$ cat config.mk
export PLATFORM = sky130hd
export DESIGN_NAME = source_char_tokenizer
export DESIGN_NICKNAME = d
export VERILOG_FILES = /design/src/design/sct_pkg.sv /design/src/design/source_char_tokenizer.sv
export SDC_FILE = /design/constraint.sdc
export NUM_CORES = 1
export LEC_CHECK = 0
export BUFFER_PORTS_ARGS = -buffer_cell sky130_fd_sc_hd__buf_2
export CAP_MARGIN = 20
export CORE_MARGIN = 2
export CORE_UTILIZATION = 30
export CTS_BUF_LIST = sky130_fd_sc_hd__clkbuf_16
export CTS_CLUSTER_DIAMETER = 80
export DETAILED_ROUTE_END_ITERATION = 12
export PLACE_DENSITY = 0.41
export SLEW_MARGIN = 10
export SYNTH_ARGS = -nofsm -noshare
export SYNTH_HDL_FRONTEND = slang
export SYNTH_SLANG_ARGS = --single-unit
$ cat constraint.sdc
create_clock -name clock -period 4.7 [get_ports clock]
set_input_delay 0.705 -clock clock [delete_from_list [all_inputs] [get_ports clock]]
set_output_delay 0.705 -clock clock [all_outputs]
set_load 0.01 [all_outputs]
$ cat src/design/sct_pkg.sv
// ----------------------------------------------------------------------------
// sct_pkg - source character tokenizer shared definitions
// Token kind codes, the result record and the keyword matcher.
// ----------------------------------------------------------------------------
package sct_pkg;

   localparam int KIND_W = 6;
   localparam int CHAR_W = 8;
   localparam int WORD_DEPTH = 6;
   localparam int KW_COUNT = 9;

   // token kinds
   localparam logic [KIND_W-1:0] KIND_EOF        = 6'd0;
   localparam logic [KIND_W-1:0] KIND_STRING     = 6'd1;
   localparam logic [KIND_W-1:0] KIND_IDENT      = 6'd2;
   localparam logic [KIND_W-1:0] KIND_NUMBER     = 6'd3;
   localparam logic [KIND_W-1:0] KIND_KW_FIRST   = 6'd4;
   localparam logic [KIND_W-1:0] KIND_LPAREN     = 6'd13;
   localparam logic [KIND_W-1:0] KIND_RPAREN     = 6'd14;
   localparam logic [KIND_W-1:0] KIND_LBRACE     = 6'd15;
   localparam logic [KIND_W-1:0] KIND_RBRACE     = 6'd16;
   localparam logic [KIND_W-1:0] KIND_COLON      = 6'd17;
   localparam logic [KIND_W-1:0] KIND_SEMI       = 6'd18;
   localparam logic [KIND_W-1:0] KIND_COMMA      = 6'd19;
   localparam logic [KIND_W-1:0] KIND_ASSIGN     = 6'd20;
   localparam logic [KIND_W-1:0] KIND_EQ         = 6'd21;
   localparam logic [KIND_W-1:0] KIND_PLUS       = 6'd22;
   localparam logic [KIND_W-1:0] KIND_INC        = 6'd23;
   localparam logic [KIND_W-1:0] KIND_PLUS_EQ    = 6'd24;
   localparam logic [KIND_W-1:0] KIND_MINUS      = 6'd25;
   localparam logic [KIND_W-1:0] KIND_DEC        = 6'd26;
   localparam logic [KIND_W-1:0] KIND_MINUS_EQ   = 6'd27;
   localparam logic [KIND_W-1:0] KIND_STAR       = 6'd28;
   localparam logic [KIND_W-1:0] KIND_STAR_EQ    = 6'd29;
   localparam logic [KIND_W-1:0] KIND_SLASH      = 6'd30;
   localparam logic [KIND_W-1:0] KIND_PERCENT    = 6'd31;
   localparam logic [KIND_W-1:0] KIND_LT         = 6'd32;
   localparam logic [KIND_W-1:0] KIND_LE         = 6'd33;
   localparam logic [KIND_W-1:0] KIND_GT         = 6'd34;
   localparam logic [KIND_W-1:0] KIND_GE         = 6'd35;
   localparam logic [KIND_W-1:0] KIND_NOT        = 6'd36;
   localparam logic [KIND_W-1:0] KIND_NE         = 6'd37;
   localparam logic [KIND_W-1:0] KIND_AND        = 6'd38;
   localparam logic [KIND_W-1:0] KIND_OR         = 6'd39;
   localparam logic [KIND_W-1:0] KIND_UNKNOWN    = 6'd40;

   // input op codes
   localparam logic OP_CHAR = 1'b0;
   localparam logic OP_END  = 1'b1;

   // keyword spellings, first character at index 0
   localparam logic [CHAR_W-1:0] KW_CHARS [KW_COUNT][WORD_DEPTH] = '{
      '{"f", "u", "n", "c", 8'h00, 8'h00},
      '{"p", "r", "i", "n", "t", 8'h00},
      '{"r", "e", "t", "u", "r", "n"},
      '{"i", "f", 8'h00, 8'h00, 8'h00, 8'h00},
      '{"e", "l", "s", "e", 8'h00, 8'h00},
      '{"w", "h", "i", "l", "e", 8'h00},
      '{"v", "a", "r", 8'h00, 8'h00, 8'h00},
      '{"t", "r", "u", "e", 8'h00, 8'h00},
      '{"f", "a", "l", "s", "e", 8'h00}
   };
   localparam logic [2:0] KW_LEN [KW_COUNT] = '{3'd4, 3'd5, 3'd6, 3'd2, 3'd4, 3'd5, 3'd3,
                                               3'd4, 3'd5};

   typedef struct packed {
      logic [KIND_W-1:0] kind;
      logic              has_text;
      logic [CHAR_W-1:0] text;
      logic              token_done;
      logic              unterminated;
      logic              last;
   } rsp_type;

   function automatic rsp_type make_rsp(input logic [KIND_W-1:0] kind,
                                        input logic has_text,
                                        input logic [CHAR_W-1:0] text,
                                        input logic token_done,
                                        input logic unterminated);
      rsp_type r;
      r.kind         = kind;
      r.has_text     = has_text;
      r.text         = text;
      r.token_done   = token_done;
      r.unterminated = unterminated;
      r.last         = 1'b0;
      return r;
   endfunction

   // Only bytes below len take part, so unwritten buffer entries never matter.
   function automatic logic [KIND_W-1:0] keyword_kind(input logic [WORD_DEPTH-1:0][CHAR_W-1:0] word,
                                                      input logic [2:0] len);
      logic [KIND_W-1:0] kind;
      logic              hit;
      kind = KIND_IDENT;
      for (int k = KW_COUNT - 1; k >= 0; k--) begin
         hit = (len == KW_LEN[k]);
         for (int b = 0; b < WORD_DEPTH; b++) begin
            if (3'(b) < KW_LEN[k] && word[b] != KW_CHARS[k][b]) begin
               hit = 1'b0;
            end
         end
         if (hit) begin
            kind = KIND_KW_FIRST + KIND_W'(k);
         end
      end
      return kind;
   endfunction

endpackage

$ cat src/design/source_char_tokenizer.sv
// ----------------------------------------------------------------------------
// source_char_tokenizer - streaming lexer, one source byte per transaction
// Skips whitespace and comments, streams identifier/number/string text and
// closes each token with its final kind; end of input flushes and adds eof.
// ----------------------------------------------------------------------------
//
//   channel | direction | tdata            | tuser                          | tlast
//   req     | in        | ch[7:0]          | op (0 char, 1 end of input)    | -
//   rsp     | out       | text[7:0]        | kind, has_text, done, unterm   | last
//
// One request transaction is taken per cycle while the result queue has room
// for two results; its 0, 1 or 2 results enter the queue in the same cycle.
// The rsp port drains one result per cycle, so a run of two-result items
// moves at one result per cycle; a result appears on rsp in the cycle after
// its request at the earliest. Synchronous reset empties the queue and
// returns the lexer to normal mode. rsp stalls back up into req_tready only.

module source_char_tokenizer (
   input  logic       clock,
   input  logic       reset,
   input  logic       req_tvalid,
   output logic       req_tready,
   input  logic [7:0] req_tdata,    // [7:0] ch
   input  logic       req_tuser,    // [0] op
   output logic       rsp_tvalid,
   input  logic       rsp_tready,
   output logic [7:0] rsp_tdata,    // [7:0] text
   output logic [8:0] rsp_tuser,    // [5:0] kind, [6] has_text, [7] token_done,
                                    // [8] unterminated
   output logic       rsp_tlast
);

   localparam logic [5:0] PAIR_NONE = sct_pkg::KIND_EOF;

   typedef enum logic [3:0] {
      MODE_NORMAL,
      MODE_IDENT,
      MODE_NUMBER,
      MODE_DQ,
      MODE_DQ_ESC,
      MODE_SQ,
      MODE_LINE,
      MODE_BLOCK,
      MODE_BLOCK_STAR,
      MODE_HOLD
   } mode_type;

   // lexer state
   mode_type                     mode_ff, mode_in;
   logic [7:0]                   held_ff, held_in;
   logic [2:0]                   len_ff, len_in;
   logic [5:0][7:0]              word_ff;

   // result queue
   sct_pkg::rsp_type             queue_ff [4];
   logic [1:0]                   wr_ptr_ff, rd_ptr_ff;
   logic [2:0]                   count_ff;

   logic                         accept, pop;
   logic [7:0]                   ch;
   logic                         op;

   sct_pkg::rsp_type             res_a, res_b;
   logic [1:0]                   n_res;
   logic                         wb_we;
   logic [2:0]                   wb_addr;

   // what a character does when it starts fresh in normal mode
   mode_type                     sc_mode;
   logic                         sc_emit, sc_hold, sc_word;
   sct_pkg::rsp_type             sc_res;

   function automatic logic is_alpha(input logic [7:0] c);
      return (c >= "a" && c <= "z") || (c >= "A" && c <= "Z") || c == "_";
   endfunction

   function automatic logic is_digit(input logic [7:0] c);
      return c >= "0" && c <= "9";
   endfunction

   function automatic logic is_space(input logic [7:0] c);
      return c == " " || c == 8'h0C || c == 8'h0A || c == 8'h0D || c == 8'h09 || c == 8'h0B;
   endfunction

   function automatic logic [5:0] single_kind(input logic [7:0] h);
      logic [5:0] k;
      case (h)
         "=":     k = sct_pkg::KIND_ASSIGN;
         "+":     k = sct_pkg::KIND_PLUS;
         "-":     k = sct_pkg::KIND_MINUS;
         "*":     k = sct_pkg::KIND_STAR;
         "/":     k = sct_pkg::KIND_SLASH;
         "<":     k = sct_pkg::KIND_LT;
         ">":     k = sct_pkg::KIND_GT;
         "!":     k = sct_pkg::KIND_NOT;
         default: k = sct_pkg::KIND_UNKNOWN;
      endcase
      return k;
   endfunction

   function automatic logic [5:0] pair_kind(input logic [7:0] h, input logic [7:0] c);
      logic [5:0] k;
      k = PAIR_NONE;
      if (c == "=") begin
         case (h)
            "=":     k = sct_pkg::KIND_EQ;
            "+":     k = sct_pkg::KIND_PLUS_EQ;
            "-":     k = sct_pkg::KIND_MINUS_EQ;
            "*":     k = sct_pkg::KIND_STAR_EQ;
            "<":     k = sct_pkg::KIND_LE;
            ">":     k = sct_pkg::KIND_GE;
            "!":     k = sct_pkg::KIND_NE;
            default: k = PAIR_NONE;
         endcase
      end
      if (h == "+" && c == "+") k = sct_pkg::KIND_INC;
      if (h == "-" && c == "-") k = sct_pkg::KIND_DEC;
      if (h == "&" && c == "&") k = sct_pkg::KIND_AND;
      if (h == "|" && c == "|") k = sct_pkg::KIND_OR;
      return k;
   endfunction

   assign ch     = req_tdata;
   assign op     = req_tuser;
   assign accept = req_tvalid && req_tready;
   assign pop    = rsp_tvalid && rsp_tready;

   always_comb begin
      sc_mode = MODE_NORMAL;
      sc_emit = 1'b0;
      sc_hold = 1'b0;
      sc_word = 1'b0;
      sc_res  = sct_pkg::make_rsp(sct_pkg::KIND_UNKNOWN, 1'b0, 8'h00, 1'b1, 1'b0);
      if (is_space(ch)) begin
         sc_mode = MODE_NORMAL;
      end else if (ch == "#") begin
         sc_mode = MODE_LINE;
      end else if (ch == "\"") begin
         sc_mode = MODE_DQ;
      end else if (ch == "'") begin
         sc_mode = MODE_SQ;
      end else if (is_alpha(ch)) begin
         sc_mode = MODE_IDENT;
         sc_word = 1'b1;
         sc_emit = 1'b1;
         sc_res  = sct_pkg::make_rsp(sct_pkg::KIND_IDENT, 1'b1, ch, 1'b0, 1'b0);
      end else if (is_digit(ch)) begin
         sc_mode = MODE_NUMBER;
         sc_emit = 1'b1;
         sc_res  = sct_pkg::make_rsp(sct_pkg::KIND_NUMBER, 1'b1, ch, 1'b0, 1'b0);
      end else begin
         case (ch) inside
            ".", "/", "=", "+", "-", "*", "<", ">", "!", "&", "|": begin
               sc_mode = MODE_HOLD;
               sc_hold = 1'b1;
            end
            "(": begin
               sc_emit = 1'b1;
               sc_res.kind = sct_pkg::KIND_LPAREN;
            end
            ")": begin
               sc_emit = 1'b1;
               sc_res.kind = sct_pkg::KIND_RPAREN;
            end
            "{": begin
               sc_emit = 1'b1;
               sc_res.kind = sct_pkg::KIND_LBRACE;
            end
            "}": begin
               sc_emit = 1'b1;
               sc_res.kind = sct_pkg::KIND_RBRACE;
            end
            ":": begin
               sc_emit = 1'b1;
               sc_res.kind = sct_pkg::KIND_COLON;
            end
            ";": begin
               sc_emit = 1'b1;
               sc_res.kind = sct_pkg::KIND_SEMI;
            end
            ",": begin
               sc_emit = 1'b1;
               sc_res.kind = sct_pkg::KIND_COMMA;
            end
            "%": begin
               sc_emit = 1'b1;
               sc_res.kind = sct_pkg::KIND_PERCENT;
            end
            default: begin
               sc_emit = 1'b1;
            end
         endcase
      end
   end

   always_comb begin
      logic do_start;
      logic [5:0] pk;
      logic [7:0] esc;
      do_start = 1'b0;
      pk       = pair_kind(held_ff, ch);
      esc      = (ch == "n") ? 8'h0A : ((ch == "t") ? 8'h09 : ch);
      mode_in  = mode_ff;
      held_in  = held_ff;
      len_in   = len_ff;
      wb_we    = 1'b0;
      wb_addr  = len_ff;
      res_a    = '0;
      res_b    = '0;
      n_res    = 2'd0;
      if (op == sct_pkg::OP_END) begin
         unique case (mode_ff) inside
            MODE_IDENT: begin
               res_a = sct_pkg::make_rsp(sct_pkg::keyword_kind(word_ff, len_ff),
                                         1'b0, 8'h00, 1'b1, 1'b0);
               n_res = 2'd1;
            end
            MODE_NUMBER: begin
               res_a = sct_pkg::make_rsp(sct_pkg::KIND_NUMBER, 1'b0, 8'h00, 1'b1, 1'b0);
               n_res = 2'd1;
            end
            MODE_DQ, MODE_DQ_ESC, MODE_SQ: begin
               res_a = sct_pkg::make_rsp(sct_pkg::KIND_STRING, 1'b0, 8'h00, 1'b1, 1'b1);
               n_res = 2'd1;
            end
            MODE_HOLD: begin
               res_a = sct_pkg::make_rsp(single_kind(held_ff), 1'b0, 8'h00, 1'b1, 1'b0);
               n_res = 2'd1;
            end
            default: begin
            end
         endcase
         if (n_res == 2'd1) begin
            res_b = sct_pkg::make_rsp(sct_pkg::KIND_EOF, 1'b0, 8'h00, 1'b1, 1'b0);
         end else begin
            res_a = sct_pkg::make_rsp(sct_pkg::KIND_EOF, 1'b0, 8'h00, 1'b1, 1'b0);
         end
         n_res   = n_res + 2'd1;
         mode_in = MODE_NORMAL;
      end else begin
         unique case (mode_ff) inside
            MODE_IDENT: begin
               if (is_alpha(ch) || is_digit(ch)) begin
                  if (len_ff < 3'(sct_pkg::WORD_DEPTH)) begin
                     wb_we  = 1'b1;
                     len_in = len_ff + 3'd1;
                  end else begin
                     len_in = 3'd7;
                  end
                  res_a = sct_pkg::make_rsp(sct_pkg::KIND_IDENT, 1'b1, ch, 1'b0, 1'b0);
                  n_res = 2'd1;
               end else begin
                  res_a = sct_pkg::make_rsp(sct_pkg::keyword_kind(word_ff, len_ff),
                                            1'b0, 8'h00, 1'b1, 1'b0);
                  n_res = 2'd1;
                  do_start = 1'b1;
               end
            end
            MODE_NUMBER: begin
               if (is_digit(ch) || ch == ".") begin
                  res_a = sct_pkg::make_rsp(sct_pkg::KIND_NUMBER, 1'b1, ch, 1'b0, 1'b0);
               end else begin
                  res_a = sct_pkg::make_rsp(sct_pkg::KIND_NUMBER, 1'b0, 8'h00, 1'b1, 1'b0);
                  do_start = 1'b1;
               end
               n_res = 2'd1;
            end
            MODE_DQ: begin
               if (ch == "\"") begin
                  res_a   = sct_pkg::make_rsp(sct_pkg::KIND_STRING, 1'b0, 8'h00, 1'b1, 1'b0);
                  n_res   = 2'd1;
                  mode_in = MODE_NORMAL;
               end else if (ch == "\\") begin
                  mode_in = MODE_DQ_ESC;
               end else begin
                  res_a = sct_pkg::make_rsp(sct_pkg::KIND_STRING, 1'b1, ch, 1'b0, 1'b0);
                  n_res = 2'd1;
               end
            end
            MODE_DQ_ESC: begin
               res_a   = sct_pkg::make_rsp(sct_pkg::KIND_STRING, 1'b1, esc, 1'b0, 1'b0);
               n_res   = 2'd1;
               mode_in = MODE_DQ;
            end
            MODE_SQ: begin
               if (ch == "'") begin
                  res_a   = sct_pkg::make_rsp(sct_pkg::KIND_STRING, 1'b0, 8'h00, 1'b1, 1'b0);
                  mode_in = MODE_NORMAL;
               end else begin
                  res_a = sct_pkg::make_rsp(sct_pkg::KIND_STRING, 1'b1, ch, 1'b0, 1'b0);
               end
               n_res = 2'd1;
            end
            MODE_LINE: begin
               if (ch == 8'h0A) mode_in = MODE_NORMAL;
            end
            MODE_BLOCK: begin
               if (ch == "*") mode_in = MODE_BLOCK_STAR;
            end
            MODE_BLOCK_STAR: begin
               if (ch == "/") begin
                  mode_in = MODE_NORMAL;
               end else if (ch != "*") begin
                  mode_in = MODE_BLOCK;
               end
            end
            MODE_HOLD: begin
               if (held_ff == "/" && ch == "/") begin
                  mode_in = MODE_LINE;
               end else if (held_ff == "/" && ch == "*") begin
                  mode_in = MODE_BLOCK;
               end else if (held_ff == "." && is_digit(ch)) begin
                  // leading dot of a number: both characters go out now
                  res_a   = sct_pkg::make_rsp(sct_pkg::KIND_NUMBER, 1'b1, ".", 1'b0, 1'b0);
                  res_b   = sct_pkg::make_rsp(sct_pkg::KIND_NUMBER, 1'b1, ch, 1'b0, 1'b0);
                  n_res   = 2'd2;
                  mode_in = MODE_NUMBER;
               end else if (held_ff != "/" && held_ff != "." && pk != PAIR_NONE) begin
                  res_a   = sct_pkg::make_rsp(pk, 1'b0, 8'h00, 1'b1, 1'b0);
                  n_res   = 2'd1;
                  mode_in = MODE_NORMAL;
               end else begin
                  res_a = sct_pkg::make_rsp(single_kind(held_ff), 1'b0, 8'h00, 1'b1, 1'b0);
                  n_res = 2'd1;
                  do_start = 1'b1;
               end
            end
            default: begin
               do_start = 1'b1;
            end
         endcase
         if (do_start) begin
            mode_in = sc_mode;
            if (sc_hold) held_in = ch;
            if (sc_word) begin
               wb_we   = 1'b1;
               wb_addr = 3'd0;
               len_in  = 3'd1;
            end
            if (sc_emit) begin
               if (n_res == 2'd0) begin
                  res_a = sc_res;
               end else begin
                  res_b = sc_res;
               end
               n_res = n_res + 2'd1;
            end
         end
      end
      if (n_res == 2'd1) res_a.last = 1'b1;
      if (n_res == 2'd2) res_b.last = 1'b1;
   end

   always_ff @(posedge clock) begin
      if (reset) begin
         mode_ff   <= MODE_NORMAL;
         held_ff   <= 8'h00;
         len_ff    <= 3'd0;
         wr_ptr_ff <= 2'd0;
         rd_ptr_ff <= 2'd0;
         count_ff  <= 3'd0;
      end else begin
         if (accept) begin
            mode_ff   <= mode_in;
            held_ff   <= held_in;
            len_ff    <= len_in;
            wr_ptr_ff <= wr_ptr_ff + n_res;
         end
         if (pop) rd_ptr_ff <= rd_ptr_ff + 2'd1;
         count_ff <= count_ff + (accept ? {1'b0, n_res} : 3'd0) - {2'b00, pop};
      end
      if (accept && wb_we) word_ff[wb_addr] <= ch;
      if (accept && n_res != 2'd0) queue_ff[wr_ptr_ff] <= res_a;
      if (accept && n_res == 2'd2) queue_ff[wr_ptr_ff + 2'd1] <= res_b;
   end

   assign req_tready = (count_ff <= 3'd2);
   assign rsp_tvalid = (count_ff != 3'd0);
   assign rsp_tdata  = queue_ff[rd_ptr_ff].text;
   assign rsp_tuser  = {queue_ff[rd_ptr_ff].unterminated, queue_ff[rd_ptr_ff].token_done,
                        queue_ff[rd_ptr_ff].has_text, queue_ff[rd_ptr_ff].kind};
   assign rsp_tlast  = queue_ff[rd_ptr_ff].last;

`ifndef SYNTHESIS
   a_queue_bound: assert property (@(posedge clock) disable iff (reset)
      count_ff <= 3'd4)
      else $error("result queue overflow");

   a_end_flushes: assert property (@(posedge clock) disable iff (reset)
      accept && op == sct_pkg::OP_END |=> mode_ff == MODE_NORMAL && count_ff != 3'd0)
      else $error("end of input left mode open or produced no eof");

   a_ident_has_word: assert property (@(posedge clock) disable iff (reset)
      mode_ff == MODE_IDENT |-> len_ff != 3'd0)
      else $error("identifier mode with empty word");

   a_hold_operator: assert property (@(posedge clock) disable iff (reset)
      mode_ff == MODE_HOLD |-> held_ff == "." || held_ff == "/" || held_ff == "=" ||
         held_ff == "+" || held_ff == "-" || held_ff == "*" || held_ff == "<" ||
         held_ff == ">" || held_ff == "!" || held_ff == "&" || held_ff == "|")
      else $error("held character is not an operator");
`endif

endmodule
* Word level (Yosys, flattened, before mapping)
Memory sizes are Yosys's and may differ from the RTL's. A register that Yosys moved wholly into a read port is not among the register bits.
Cells that the tools add are included.
** Storage, ports and cells
- Register bits :: 70
- Memory bits (writable) :: 72
- Output and inout bits :: 20
- Memories :: 1
- Logic and storage cells :: 410
** Memory list
- queue_ff :: depth 4, bits a word 18, rd ports 1, clocked after memory_dff 1, wr ports 2, RTL line source_char_tokenizer.sv:55 : sct_pkg::rsp_type queue_ff [4];
** Cells by class
- Bitwise operators :: 1
- Muxes and demuxes :: 237
- Equality and inequality tests :: 101
- Add/sub/neg operators :: 8
- Reductions and logical operators :: 40
- $lt $le $gt $ge :: 10
** Operator list (number)
- two-way mux 18 bit :: 19
- != test 8 x 7 -> 1 bit (second input constant) :: 32
- equality test 8 x 6 -> 1 bit (second input constant) :: 30
- two-way mux 6 bit :: 30
- two-way mux 1 bit :: 124
- case mux 18 bit (6 select lines) :: 1
- two-way mux 4 bit :: 23
- case mux 18 bit (4 select lines) :: 1
- equality test 8 x 7 -> 1 bit (second input constant) :: 8
- two-way mux 14 bit :: 4
- bitwise mux 48 bit :: 1
- case mux 6 bit (8 select lines) :: 1
- case mux 6 bit (7 select lines) :: 1
- equality test 8 x 4 -> 1 bit (second input constant) :: 5
- two-way mux 12 bit :: 3
- case mux 4 bit (7 select lines) :: 1
- two-way mux 3 bit :: 9
- two-way mux 13 bit :: 2
- demux 8 bit (select 3 bit) :: 1
- two-way mux 8 bit :: 3
- != test 8 x 6 -> 1 bit (second input constant) :: 3
- two-way mux 2 bit :: 11
- logical AND 1 bit :: 18
- equality test 4 x 3 -> 1 bit (second input constant) :: 4
- 40 further kinds :: 62

* Depth between registers and ports, before layout
- Word-level depth :: 25
- Mapped depth :: 20
- Mapped depth without buffers :: 16

* Least setup slack after synthesis
OpenSTA, ideal clock, no wires.
- Path type :: input to register
- Start :: input port req_tdata[7]
- End :: register count_ff[2]
- Data required time :: 4.572 ns
- Buffers on the path :: 3
- Stages on the path :: 19
- Setup slack :: 0.559 ns
- Arrival :: 4.013 ns
- Cells stage by stage :: buf_2 or2_2 or4_4 a21oi_2 nor3b_1 a21o_1 buf_6 buf_2 nand2_1 xnor2_1 o21ai_0 nand2_1 ha_1 inv_1 ha_1 fa_1 xor2_1 xnor2_1 nor2_1
** Between the ends
- Longest elaborated chain between the ends :: 19
- Elaborated cells on any way between the ends :: 84
** Ends and longest elaborated chain
- from (decl) :: RTL line source_char_tokenizer.sv:23 : input logic [7:0] req_tdata,
- equality test 8 x 6 -> 1 bit, on equally long branches :: RTL line source_char_tokenizer.sv:104, source_char_tokenizer.sv:116
- two-way mux 6 bit or logical AND 1 bit (tied branches) :: RTL line source_char_tokenizer.sv:104, source_char_tokenizer.sv:116
- two-way mux 6 bit :: RTL line source_char_tokenizer.sv:116 : if (h == "+" && c == "+") k = sct_pkg::KIND_INC;
- two-way mux 6 bit :: RTL line source_char_tokenizer.sv:117 : if (h == "-" && c == "-") k = sct_pkg::KIND_DEC;
- two-way mux 6 bit :: RTL line source_char_tokenizer.sv:118 : if (h == "&" && c == "&") k = sct_pkg::KIND_AND;
- two-way mux 6 bit :: RTL line source_char_tokenizer.sv:119 : if (h == "|" && c == "|") k = sct_pkg::KIND_OR;
- nonzero test 6 bit :: RTL line source_char_tokenizer.sv:318 : end else if (held_ff != "/" && held_ff != "." && pk != PAIR_NONE) begin
- logical AND 1 bit :: RTL line source_char_tokenizer.sv:318
- [... 3 more ...]
- two-way mux 1 bit :: RTL line source_char_tokenizer.sv:308 : if (held_ff == "/" && ch == "/") begin
- case mux 1 bit (4 select lines) :: RTL line source_char_tokenizer.sv:241 : unique case (mode_ff) inside
- two-way mux 1 bit :: RTL line source_char_tokenizer.sv:211 : if (op == sct_pkg::OP_END) begin
- two-way mux 2 bit (*) :: RTL line source_char_tokenizer.sv:332 : if (do_start) begin
- two-way mux 2 bit (*) :: RTL line source_char_tokenizer.sv:211
- two-way mux 2 bit (*) :: RTL line source_char_tokenizer.sv:370 : count_ff <= count_ff + (accept ? {1'b0, n_res} : 3'd0) - {2'b00, pop};
- adder 3 x 2 -> 3 bit (*) :: RTL line source_char_tokenizer.sv:370
- subtractor 3 x 1 -> 3 bit (*) :: RTL line source_char_tokenizer.sv:370
- to (signal assigned) :: RTL line source_char_tokenizer.sv:370
- to (decl) :: RTL line source_char_tokenizer.sv:57 : logic [2:0] count_ff;
Mark *: on every way between the ends. The rest lies on a longest branch, timed or not. The select of a mux whose other input is x is not followed.
A chain may end at the register's enable or synchronous reset.

==> report_table.html <==
<table>
<tr><th>Metric</th><th>Value</th></tr>
<tr><th colspan="2">Clocking</th></tr>
<tr><td>Clock slew at reported path FFs</td><td>0.06 ns</td></tr>
<tr><td>Number of cells upsized or downsized after cts</td><td>0</td></tr>
<tr><td>Root buffer selected by CTS</td><td>clkbuf_16</td></tr>
<tr><td>Number of levels the H-tree was split into</td><td>4</td></tr>
<tr><td>Clock tree from TritonCTS</td><td>built</td></tr>
<tr><td>Total number of clock tree sinks</td><td>approximately 140</td></tr>
<tr><td>Clock buffer depth</td><td>2</td></tr>
<tr><td>Number of buffers inserted by hold repair at cts</td><td>0</td></tr>
<tr><td>Clock network latency to the later pin of the worst-skew pair</td><td>around 0.44 ns</td></tr>
<tr><td>Post-CTS Setup Repair Bufs</td><td>0</td></tr>
<tr><td>Total clock buffers created by CTS</td><td>17</td></tr>
<tr><th colspan="2">Global routing</th></tr>
<tr><td>Number of global-route vias before repair</td><td>7542</td></tr>
<tr><td>Largest net degree at the start of global routing</td><td>32</td></tr>
<tr><td>Wire length of the first global-routing pass</td><td>48200 µm</td></tr>
<tr><td>Number of antenna violations at the first check in global routing</td><td>0</td></tr>
<tr><td>Sum of overflow across all layers after global routing</td><td>0</td></tr>
<tr><td>Overall routing resource usage</td><td>approximately a fifth</td></tr>
<tr><th colspan="2">Yosys</th></tr>
<tr><td>Xor-xnor portion of the synthesized cell area</td><td>less than 1%</td></tr>
<tr><td>List of most frequent post-synthesis cells</td><td>edfxtp_1 (116), nor2_1 (86), nand2_1 (71)</td></tr>
<tr><td>Proportion of netlist area held by the largest area contributor</td><td>approximately two fifths</td></tr>
<tr><td>EDFF count, synth</td><td>around 120</td></tr>
<tr><td>Unique cell type count in the Yosys netlist</td><td>83</td></tr>
<tr><td>Multiplexer fraction of the synthesized cell area</td><td>under 10%</td></tr>
<tr><td>Async S/R FF share, synth</td><td>0%</td></tr>
<tr><td>Largest family of logic cells by synthesized area</td><td>simple AND/OR/NAND/NOR gates</td></tr>
<tr><td>Netlist Area Pre-Place</td><td>slightly below 9000 µm²</td></tr>
<tr><td>Adder and majority cell fraction of the synthesized area</td><td>1.65%</td></tr>
<tr><td>Mapped Nets</td><td>around 900</td></tr>
<tr><td>Prevailing post-synth register cell</td><td>edfxtp_1</td></tr>
<tr><td>Syn_area_per_cell</td><td>10.1 µm²</td></tr>
<tr><td>Total of warnings raised by yosys</td><td>0</td></tr>
<tr><td>Sequential element share of the synthesized area</td><td>between 40% and 50%</td></tr>
<tr><td>Most common cell in the synthesized netlist</td><td>edfxtp_1</td></tr>
<tr><td>Area leader, netlist</td><td>edfxtp_1</td></tr>
<tr><td>Compound-cell area share of the yosys netlist</td><td>~17%</td></tr>
<tr><td>Cell types with the largest area share after synthesis</td><td>edfxtp_1 (40%), dfxtp_1 (6.4%), mux4_2 (4.6%)</td></tr>
<tr><td>Number of synthesized register bits</td><td>144</td></tr>
<tr><td>Synthesized instance count</td><td>875</td></tr>
<tr><td>Simple-gate area share of the yosys netlist</td><td>25.4%</td></tr>
<tr><th colspan="2">Floorplan</th></tr>
<tr><td>Initial cell density of the core</td><td>a little under a third</td></tr>
<tr><td>Core ar.</td><td>between 20000 and 30000 µm²</td></tr>
<tr><td>Full die area</td><td>30800 µm²</td></tr>
<tr><td>Chip width</td><td>between 150 and 200 µm</td></tr>
<tr><td>Number of placement rows</td><td>62</td></tr>
<tr><td>Vertical extent of the die</td><td>between 150 and 200 µm</td></tr>
<tr><td>Boundary pin count</td><td>33</td></tr>
<tr><th colspan="2">Placed design</th></tr>
<tr><td>Placed wire-length estimate after detailed placement</td><td>~23000 µm</td></tr>
<tr><td>Last weighted congestion value of the routability-driven placer</td><td>roughly 0.88</td></tr>
<tr><td># placed instances</td><td>roughly 1300</td></tr>
<tr><td>Input/output buffers</td><td>32</td></tr>
<tr><th colspan="2">Power</th></tr>
<tr><td>IR drop worst, VDD</td><td>0.000195 V</td></tr>
<tr><td>Cell area power density</td><td>~360 nW/µm²</td></tr>
<tr><td>Leakage dissipation</td><td>approximately 0.0034 µW</td></tr>
<tr><th colspan="2">STA</th></tr>
<tr><td>Pin slew with the least headroom to its limit</td><td>roughly 0.99 ns</td></tr>
<tr><td>Unrepaired setup endpoints after global routing</td><td>false</td></tr>
<tr><td>Min Tclk post-route</td><td>roughly 4 ns</td></tr>
<tr><td>Finish-stage setup viols</td><td>0</td></tr>
<tr><td>Worst slew margin relative to its limit</td><td>33.7%</td></tr>
<tr><td>Maximum operating frequency</td><td>246 MHz</td></tr>
<tr><td>Post-Route Setup TNS</td><td>0 ns</td></tr>
<tr><td>Number of hold violations in the final report</td><td>0</td></tr>
<tr><td>Worst clock skew on the final layout</td><td>0.0126 ns</td></tr>
<tr><td>Final count of pins violating max slew</td><td>0</td></tr>
<tr><td>Portion of the clock cycle consumed by the worst path in the final layout</td><td>between 80% and 90%</td></tr>
<tr><th colspan="2">Setup path</th></tr>
<tr><td>Critical path start-end classification</td><td>input pin to register</td></tr>
<tr><td>Worst r2r src</td><td>held_ff[4]$_SDFFE_PP0P_</td></tr>
<tr><td>Type of element launching the critical path</td><td>input pin</td></tr>
<tr><td>Max Fanout on Critical Path</td><td>12</td></tr>
<tr><td>Critical Path RT</td><td>just under 5 ns</td></tr>
<tr><td>Crit path arrival time</td><td>roughly 4.2 ns</td></tr>
<tr><td>Number of cells traversed by the worst register-to-register path</td><td>16</td></tr>
<tr><td>Endpoint type of the worst setup path</td><td>register</td></tr>
<tr><td>Source of the critical timing path</td><td>req_tdata[4]</td></tr>
<tr><td>Crit Reg-Reg Endpoint</td><td>count_ff[2]$_SDFF_PP0_</td></tr>
<tr><td>Flop-to-flop setup slack</td><td>a little over 0.9 ns</td></tr>
<tr><th colspan="2">Run</th></tr>
<tr><td>Maximum Capacitance Violations</td><td>0</td></tr>
<tr><th colspan="2">Routing</th></tr>
<tr><td>DRC viols</td><td>0</td></tr>
<tr><td>Mean number of vias per cell</td><td>roughly 5.7</td></tr>
<tr><td>Detailed Route WL</td><td>approximately 31000 µm</td></tr>
<tr><td>DR iter-0 viols</td><td>865</td></tr>
<tr><td>Total iterations of the first detailed-routing run</td><td>5</td></tr>
<tr><td>DR vias</td><td>7560</td></tr>
<tr><td>Post-detailed-route wirelength per cell</td><td>between 20 and 25 µm</td></tr>
<tr><td>ANT nets after route</td><td>0</td></tr>
<tr><th colspan="2">Outcome</th></tr>
<tr><td>Status</td><td>completed</td></tr>
<tr><th colspan="2">Layout</th></tr>
<tr><td>Area growth from synthesis to layout</td><td>16.7%</td></tr>
<tr><td>Number of antenna cells inserted</td><td>0</td></tr>
<tr><td>Layout cells sized above 1</td><td>between 10% and 20%</td></tr>
<tr><td>Total Nets Final</td><td>960</td></tr>
<tr><td>Filler Cells Inserted</td><td>between 2000 and 3000</td></tr>
<tr><td>Finished Layout Cells</td><td>1333</td></tr>
<tr><th colspan="2">Min path</th></tr>
<tr><td>Hold Path Cell Cnt</td><td>2</td></tr>
<tr><td>Startpoint of the lowest-slack hold path</td><td>queue_ff[1][1]$_SDFFE_PP0P_</td></tr>
<tr><td>Endpoint of the worst hold path</td><td>queue_ff[1][1]$_SDFFE_PP0P_</td></tr>
<tr><td>Type of the tightest min-delay check</td><td>register to register</td></tr>
</table>
-- per-layer routing --
metal	up-vias	track usage [%]	wire length, µm	share of wire, %
met5	-	0	0	0
met4	0	5.79	600	1.9
met2	238	32.7	14300	46
li1	3543	-	-	-
met1	3734	29.7	15000	48
met3	45	2.81	1380	4.4
-- critical path: stages --
cell	delay [ns]
buf_2	0.18
buf_4	0.22
inv_1	0.19
nor4_1	0.68
a311oi_1	0.33
a211oi_4	0.35
ha_1	0.30
and3_1	0.47
a21oi_1	0.12
a21oi_1	0.49
o22ai_1	0.19
-- worst max-delay path by stage --
stage | endpoint | slack, ns | cells past startpoint
4_1_cts | count_ff[2]$_SDFF_PP0_ | 0.75 | 16
6_report | queue_ff[1][14]$_DFFE_PP_ | 0.63 | 11
3_3_place_gp | count_ff[2]$_SDFF_PP0_ | 0.21 | 16
5_1_grt | count_ff[2]$_SDFF_PP0_ | 0.40 | 16
3_5_place_dp | count_ff[2]$_SDFF_PP0_ | 0.30 | 16
2_1_floorplan | count_ff[2]$_SDFF_PP0_ | 0.56 | 19
-- registers in the layout (all words and copies together) (netlist names), named ones only --
| register | flops |
|---|---|
| word_ff | 48 |
| count_ff | 3 |
| rd_ptr_ff | 2 |
| held_ff | 8 |
| len_ff | 3 |
| wr_ptr_ff | 2 |
| mode_ff | 4 |
| queue_ff | 72 |
-- kinds of logic after synthesis --
family          Yosys count
mux                      27
flops                   144
fa+ha+maj                11
compound gates          219
simple gates            396
xor+xnor                  8
buf+inv                  70
-- cells in the final DEF, fill, tap and decap left out, types with 18 or more instances in the layout --
cell / count
buf_4: 63
a21oi_1: 48
nand2_1: 71
nor2_1: 86
buf_2: 32
mux4_2: 18
nor2b_1: 27
nand3_1: 25
edfxtp_1: 116
nor3_1: 23
dfxtp_1: 28
o22ai_1: 28
o21ai_0: 26
-- stage by stage --
step | setup slack [ns] | cell area, µm² | power, µW | util (%) | hold slack, ns
after floorplan | 0.559 | 8810 | 2030 | - | 0.439
after global placement | 0.215 | 9720 | 2340 | 33.8 | 0.463
after detailed placement | 0.302 | 9720 | 2330 | 33.8 | 0.462
after CTS | 0.745 | 10300 | 3710 | 35.7 | 0.475
after global routing | 0.395 | 10300 | 3830 | 35.7 | 0.490
final | 0.634 | 10300 | 3670 | 35.7 | 0.476
-- area by class of cell --
cell class                      instances  area, µm²  area share [%]
Tap cell                              384        480            4.67
Multi-Input combinational cell        661       4460            43.4
Inverter                               15       56.3           0.547
Timing Repair Buffer                   97        673            6.54
Clock inverter                         15        145            1.41
Clock buffer                           17        425            4.14
Sequential cell                       144       4040            39.3
-- power by group --
group	total [µW]	internal, µW	switching, µW
Clock	1380	746	631
Sequential	1520	1470	49.5
Combinational	771	331	440
(Power assumes the default switching activity.)
